<file path="config.mk">
export PLATFORM = sky130hd
export DESIGN_NAME = mdio_management_frame_master_top
export DESIGN_NICKNAME = d
export VERILOG_FILES = /design/src/hdl/mdiom_pkg.sv /design/src/hdl/mdiom_step.sv /design/src/hdl/mdio_management_frame_master_top.sv
export VERILOG_INCLUDE_DIRS = /design/src /design/src/hdl
export SDC_FILE = /design/constraint.sdc
export NUM_CORES = 1
export LEC_CHECK = 0
export BUFFER_PORTS_ARGS = -buffer_cell sky130_fd_sc_hd__buf_2
export CAP_MARGIN = 0
export CORE_MARGIN = 2
export CORE_UTILIZATION = 30
export CTS_BUF_LIST = sky130_fd_sc_hd__clkbuf_8
export CTS_CLUSTER_SIZE = 10
export DETAILED_ROUTE_END_ITERATION = 7
export GPL_TIMING_DRIVEN = 0
export SLEW_MARGIN = 20
export SYNTH_ARGS = -nofsm -noshare
export SYNTH_HDL_FRONTEND = slang
export SYNTH_HIERARCHICAL = 1
export SYNTH_SLANG_ARGS = --single-unit
export TNS_END_PERCENT = 1
</file>
<file path="constraint.sdc">
create_clock -name clk -period 2.5 [get_ports clk]
set_input_delay 0.5 -clock clk [delete_from_list [all_inputs] [get_ports clk]]
set_output_delay 0.5 -clock clk [all_outputs]
set_load 0.02 [all_outputs]
</file>
<file path="src/hdl/assert_macros.svh">
// assertion helpers, sampled on clk and disabled while rst_n is low
`ifndef ASSERT_MACROS_SVH
`define ASSERT_MACROS_SVH

`define ASSERT_CLK(label, prop, msg) \
  label: assert property (@(posedge clk) disable iff (!rst_n) (prop)) else $error(msg);

`define ASSERT_NEXT(label, ante, cons, msg) \
  label: assert property (@(posedge clk) disable iff (!rst_n) (ante) |=> (cons)) \
    else $error(msg);

`endif

</file>
<file path="src/hdl/mdiom_pkg.sv">
package mdiom_pkg;

  localparam logic OP_TICK  = 1'b0;
  localparam logic OP_START = 1'b1;

  localparam logic [2:0] FT_C22_READ     = 3'd0;
  localparam logic [2:0] FT_C22_WRITE    = 3'd1;
  localparam logic [2:0] FT_C45_ADDRESS  = 3'd2;
  localparam logic [2:0] FT_C45_WRITE    = 3'd3;
  localparam logic [2:0] FT_C45_READ     = 3'd4;
  localparam logic [2:0] FT_C45_READ_INC = 3'd5;

  localparam logic [6:0] MAX_PREAMBLE = 7'd64;
  localparam logic [6:0] WRITE_TAIL   = 7'd33;
  localparam logic [6:0] READ_TAIL    = 7'd32;
  localparam logic [6:0] READ_TA_POS  = 7'd18;
  localparam logic [6:0] LAST_POS     = 7'd1;

  localparam int IN_DATA_W  = 32;
  localparam int OUT_DATA_W = 24;

  typedef struct packed {
    logic        active;
    logic [6:0]  bit_pos;
    logic [31:0] send_shift;
    logic [15:0] recv_shift;
    logic [2:0]  cur_frame;
    logic [15:0] last_read;
  } mdiom_state_t;

  typedef struct packed {
    logic        request_rejected;
    logic [15:0] read_data;
    logic        frame_done;
    logic        busy_res;
    logic        mdio_drive;
    logic        mdio_out;
    logic        mdc_pulse;
  } mdiom_result_t;

  function automatic logic [3:0] start_code(input logic [2:0] ftype);
    logic [3:0] code;
    case (ftype)
      FT_C22_READ:     code = 4'b0110;
      FT_C22_WRITE:    code = 4'b0101;
      FT_C45_ADDRESS:  code = 4'b0000;
      FT_C45_WRITE:    code = 4'b0001;
      FT_C45_READ:     code = 4'b0011;
      FT_C45_READ_INC: code = 4'b0010;
      default:         code = 4'b0000;
    endcase
    return code;
  endfunction

  function automatic logic is_read(input logic [2:0] ftype);
    return (ftype == FT_C22_READ) || (ftype == FT_C45_READ) || (ftype == FT_C45_READ_INC);
  endfunction

endpackage

</file>
<file path="src/hdl/mdiom_step.sv">
module mdiom_step (
  input  mdiom_pkg::mdiom_state_t  st,
  input  logic                     opcode,
  input  logic [2:0]               frame_type,
  input  logic [4:0]               phy_address,
  input  logic [4:0]               reg_address,
  input  logic [15:0]              write_data,
  input  logic                     mdio_in,
  input  logic [6:0]               preamble_bits,
  output mdiom_pkg::mdiom_state_t  st_nxt,
  output mdiom_pkg::mdiom_result_t res
);
  import mdiom_pkg::*;

  logic [6:0] pre;
  logic [6:0] tail;
  logic       rd_new;
  logic       rd_cur;

  always_comb begin
    pre    = (preamble_bits > MAX_PREAMBLE) ? MAX_PREAMBLE : preamble_bits;
    rd_new = is_read(frame_type);
    rd_cur = is_read(st.cur_frame);
    tail   = rd_cur ? READ_TAIL : WRITE_TAIL;
    st_nxt = st;
    res    = '0;
    if (opcode == OP_START) begin
      if (st.active || (frame_type > FT_C45_READ_INC)) begin
        res.request_rejected = 1'b1;
      end else begin
        st_nxt.cur_frame  = frame_type;
        st_nxt.send_shift = {start_code(frame_type), phy_address, reg_address,
                             rd_new ? 18'h0 : {2'b10, write_data}};
        st_nxt.recv_shift = '0;
        st_nxt.bit_pos    = pre + (rd_new ? READ_TAIL : WRITE_TAIL);
        st_nxt.active     = 1'b1;
      end
    end else if (st.active) begin
      res.mdc_pulse = 1'b1;
      if (st.bit_pos > tail) begin
        // preamble
        res.mdio_out   = 1'b1;
        res.mdio_drive = 1'b1;
      end else if (st.bit_pos == LAST_POS) begin
        res.frame_done = 1'b1;
        st_nxt.active  = 1'b0;
        if (rd_cur) begin
          st_nxt.last_read = st.recv_shift;
        end
      end else if (!rd_cur || (st.bit_pos > READ_TA_POS)) begin
        res.mdio_out      = st.send_shift[31];
        res.mdio_drive    = 1'b1;
        st_nxt.send_shift = {st.send_shift[30:0], 1'b0};
      end else if (st.bit_pos < READ_TA_POS) begin
        st_nxt.recv_shift = {st.recv_shift[14:0], mdio_in};
      end
      st_nxt.bit_pos = st.bit_pos - 7'd1;
    end
    res.busy_res  = st_nxt.active;
    res.read_data = st_nxt.last_read;
  end

endmodule

</file>
<file path="src/hdl/mdio_management_frame_master_top.sv">
// channel   | dir | handshake              | payload
// in_       | in  | in_tvalid / in_tready  | tuser opcode, tdata request and tick fields
// out_      | out | out_tvalid / out_tready| tdata one result word per input word
// cfg_      | in  | cfg_wr_en              | cfg_wr_data preamble length
//
// one word per cycle while in_tready is high: every input word produces its result word in the next cycle
// the frame state register and the output register are the only pipeline stages
// in_tready drops only while the output register holds a word that is not taken
// rst_n (synchronous) clears the frame state, last read value and output valid
// preamble length resets to 64
module mdio_management_frame_master_top (
  input  logic                             clk,
  input  logic                             rst_n,
  input  logic                             in_tvalid,
  output logic                             in_tready,
  // [2:0] frame_type, [7:3] phy_address, [12:8] reg_address, [28:13] write_data,
  // [29] mdio_in, [31:30] zero
  input  logic [mdiom_pkg::IN_DATA_W-1:0]  in_tdata,
  // [0] opcode
  input  logic                             in_tuser,
  output logic                             out_tvalid,
  input  logic                             out_tready,
  // [0] mdc_pulse, [1] mdio_out, [2] mdio_drive, [3] busy_res, [4] frame_done,
  // [20:5] read_data, [21] request_rejected, [23:22] zero
  output logic [mdiom_pkg::OUT_DATA_W-1:0] out_tdata,
  input  logic                             cfg_wr_en,
  input  logic [6:0]                       cfg_wr_data
);
  import mdiom_pkg::*;

  mdiom_state_t  state_r;
  mdiom_state_t  state_nxt;
  mdiom_result_t res;
  mdiom_result_t out_res_r;
  logic          out_valid_r;
  logic [6:0]    preamble_r;
  logic          in_fire;

  assign in_tready = !out_valid_r || out_tready;
  assign in_fire   = in_tvalid && in_tready;

  mdiom_step u_step (
    .st            (state_r),
    .opcode        (in_tuser),
    .frame_type    (in_tdata[2:0]),
    .phy_address   (in_tdata[7:3]),
    .reg_address   (in_tdata[12:8]),
    .write_data    (in_tdata[28:13]),
    .mdio_in       (in_tdata[29]),
    .preamble_bits (preamble_r),
    .st_nxt        (state_nxt),
    .res           (res)
  );

  always_ff @(posedge clk) begin
    if (!rst_n) begin
      preamble_r <= MAX_PREAMBLE;
    end else if (cfg_wr_en) begin
      preamble_r <= cfg_wr_data;
    end
  end

  always_ff @(posedge clk) begin
    if (!rst_n) begin
      state_r <= '0;
    end else if (in_fire) begin
      state_r <= state_nxt;
    end
  end

  always_ff @(posedge clk) begin
    if (!rst_n) begin
      out_valid_r <= 1'b0;
    end else if (in_fire) begin
      out_valid_r <= 1'b1;
    end else if (out_tready) begin
      out_valid_r <= 1'b0;
    end
  end

  always_ff @(posedge clk) begin
    if (in_fire) begin
      out_res_r <= res;
    end
  end

  assign out_tvalid = out_valid_r;
  assign out_tdata  = {2'b00, out_res_r};

  `include "assert_macros.svh"

  `ASSERT_CLK(a_pos_tracks_active, state_r.active == (state_r.bit_pos != 7'd0), "bit position out of step with active")
  `ASSERT_CLK(a_drive_needs_pulse, !out_valid_r || !out_res_r.mdio_drive || out_res_r.mdc_pulse, "mdio driven without mdc pulse")
  `ASSERT_CLK(a_done_ends_frame, !out_valid_r || !out_res_r.frame_done || (out_res_r.mdc_pulse && !out_res_r.busy_res), "frame done while still busy")
  `ASSERT_NEXT(a_start_goes_busy, in_fire && (in_tuser == OP_START) && !state_r.active && (in_tdata[2:0] <= FT_C45_READ_INC), state_r.active, "valid start did not begin a frame")

endmodule
</file>
==> flow_metrics.tcl <==
set metrics [dict create \
    area_growth_syn_to_layout_pct 14.0 \
    synthXorXnorAreaFrac 0.00548 \
    critPathArrivalTime_ns 2.60 \
    maxSlewHeadroom 0.462 \
    status "finished clean" \
    cap_violations 0 \
    clk_latency_ns 0.40 \
    grt_pass1_wl_mm 26.1 \
    remaining_drc_errors 0 \
    swShare 0.318 \
    async_reset_ff_frac 0 \
    ant_nets 0 \
    drt_iter0_drc 480 \
    hpwl_mm 11.2 \
    synth_seq_cells 105 \
    min_period_ns 2.42 \
    gp_congestion 0.799 \
    totalWireLength_mm 15.9 \
    synth-simple-area-share 0.251 \
    fin_tns_setup_ns 0 \
    dieArea_um2 22500 \
    yosysUniqueCellTypes 58 \
    worstMarginPinSlew_ns 0.807 \
    synth-edff-count 22 \
    layout-drive-gt1-share 0.194 \
    rsz0062_at_grt "true" \
    cts_buffers 9 \
    synth_compound_area_frac 0.0871 \
    finClkSkew_ns 0.0236 \
    initial_utilization 0.305 \
    setup_ws_ns 0.0761 \
    ys.warnings.count 6 \
    combPwrFrac 0.180 \
    port_buffers 63 \
    path_clk_slew_ns 0.11 \
    max_freq_mhz 413 \
    synth_top_family_by_area "simple AND/OR/NAND/NOR gates" \
    worst_hold_path_type "input pin to flip-flop" \
    dpl.cell_count 1078 \
    root_buffer "clkbuf_8" \
    grt_max_degree 32 \
    finalMaxSlewViolations 0 \
    cts_hold_buf 0 \
    worstSetupPathType "flip-flop to flip-flop" \
    die_h_um 150 \
    switchingPower_mw 1.13 \
    synth_ff_type "dfxtp_1" \
    tritoncts "built" \
    vias 5342 \
    synthCells 739 \
    clock_sinks 105 \
    end_kind "flip-flop" \
    syn-cell-area_um2 6390 \
    io_pins 71 \
    fill_cells 2224 \
    instances_no_fill 1095 \
    fin_crit_sh 0.970 \
    grt_pass1_vias 5062 \
    coreArea_um2 21000 \
    startpoint_type "flip-flop" \
    synth_top_area_share 0.260 \
    crit_required_ns 2.67 \
    viasPerCell 4.88 \
    cts-htree-levels 3 \
    syn_area_per_cell_um2 8.65 \
    ys_top_cells_by_count "nand2_1, mux2i_1, dfxtp_1" \
    fin_nets 865 \
    rows 53 \
    hold_violations 0 \
    leakage_nw 3.03 \
    wire_per_inst_um 14.5 \
    synth.area.mux_share 0.194 \
    ir_worst_vdd_uv 278 \
    clockPowerShare 0.307 \
    antenna_found_initial 2 \
    synth_fa_ha_area_frac 0.0117 \
    setup_viol 0 \
    p_seq_frac 0.513 \
    grt_overflow 0 \
    synth_most_common_cell "nand2_1" \
    internal_power_mw 2.43 \
    grt.total_usage 0.145 \
    crit_fanout 10 \
    yosysSeqAreaShare 0.363 \
    die_w_um 150 \
    clk_path_buf_depth 2 \
    netlist_top_cells_area "dfxtp_1, mux2i_1, nand2_1, edfxtp_1, nand3_1" \
    firstDrtPassIters 6 \
    yosysTopAreaCell "dfxtp_1" \
    dp_slack_ns -0.135 \
    p_per_area_nw_per_um2 490 \
]
[worst max-delay path: stages (launching register included)]
cell,delay [ns]
dfxtp_1,0.34
inv_1,0.07
a21oi_4,0.20
inv_1,0.07
ha_1,0.26
or3b_1,0.38
nand3_2,0.23
clkbuf_4,0.29
nor2_1,0.08
nor3_1,0.28
[power groups by stage]
stage / sequential [mW] / combinational (mW) / clock [mW]
CTS: 1.83 / 0.635 / 1.14
detailed placement: 1.87 / 0.632 / 0
global placement: 1.87 / 0.630 / 0
floorplan: 1.88 / 0.425 / 0
global route: 1.84 / 0.704 / 1.21
finish: 1.83 / 0.644 / 1.10
[area by class of cell]
class | count | area [um2] | area share
Clock inverter | 7 | 76.3 | 0.0105
Clock buffer | 9 | 124 | 0.0170
Multi-Input combinational cell | 533 | 3540 | 0.485
Antenna cell | 1 | 2.50 | 0.000343
Inverter | 26 | 97.6 | 0.0134
Sequential cell | 105 | 2320 | 0.319
Buffer | 76 | 472 | 0.0647
Timing Repair Buffer | 63 | 315 | 0.0432
Tap cell | 275 | 344 | 0.0472
[metrics by stage]
stage / power [mW] / instance area, um2 / util / hold WS [ns]
after detailed placement: 2.50 / 7060 / 0.337 / 0.446
after floorplan: 2.31 / 6400 / - / 0.431
final: 3.57 / 7290 / 0.348 / 0.324
after CTS: 3.60 / 7260 / 0.346 / 0.308
after global routing: 3.76 / 7290 / 0.348 / 0.310
after global placement: 2.50 / 7060 / 0.337 / 0.439
[timing repair]
action / 4_1_cts / 5_1_grt
setup buffers: 0 / 0
setup endpoints to repair: 10 / 35
gates resized for setup: 1 / 11
hold endpoints to repair: 0 / 0
pin swaps: 0 / 1
[kinds of logic (layout without fill, tap and decap cells)]
group	after synthesis	after routing
adders and majority gates	6	6
other	1	3
and+or+nand+nor	339	339
buffers and inverters	102	181
muxes	118	118
AOI/OAI and AO/OA	64	64
xor gates and xnor gates	4	4
DFF	105	105
[worst paths after layout]
kind / depth (start not counted) / slack [ns] / from / end
max: 9 / 0.08 / state_r[18]$_SDFFE_PN0P_ / out_tdata[1]$_DFFE_PP_
min: 3 / 0.32 / cfg_wr_data[6] / preamble_r[6]$_SDFFE_PN1P_
max reg2reg: 9 / 0.08 / state_r[18]$_SDFFE_PN0P_ / out_tdata[1]$_DFFE_PP_
min reg2reg: 2 / 0.46 / state_r[74]$_SDFFE_PN0P_ / state_r[74]$_SDFFE_PN0P_
[registers in the layout, indices dropped and copies added (netlist names)]
signal and cells:
out_tvalid 1, state_r 75, preamble_r 7, out_tdata 22
[cells in the final DEF (no fill, tap or decap), types with 9 or more instances in the layout]
cell type and count:
edfxtp_1 22, buf_4 23, clkbuf_1 26, nor2b_1 36
mux2_4 10, dfxtp_1 83, nor2_1 14, mux2i_1 102
nand2_1 183, buf_6 10, buf_2 77, nand2b_1 26
a222oi_1 25, clkbuf_8 9, inv_1 26, nand3_1 55
[per-layer routing]
metal  wire length [um]  global-route usage
met2               7010               0.225
met3                827              0.0290
met1               7770               0.204
met5                 13                   0
met4                306              0.0439
Power figures use the tool's default switching activity.
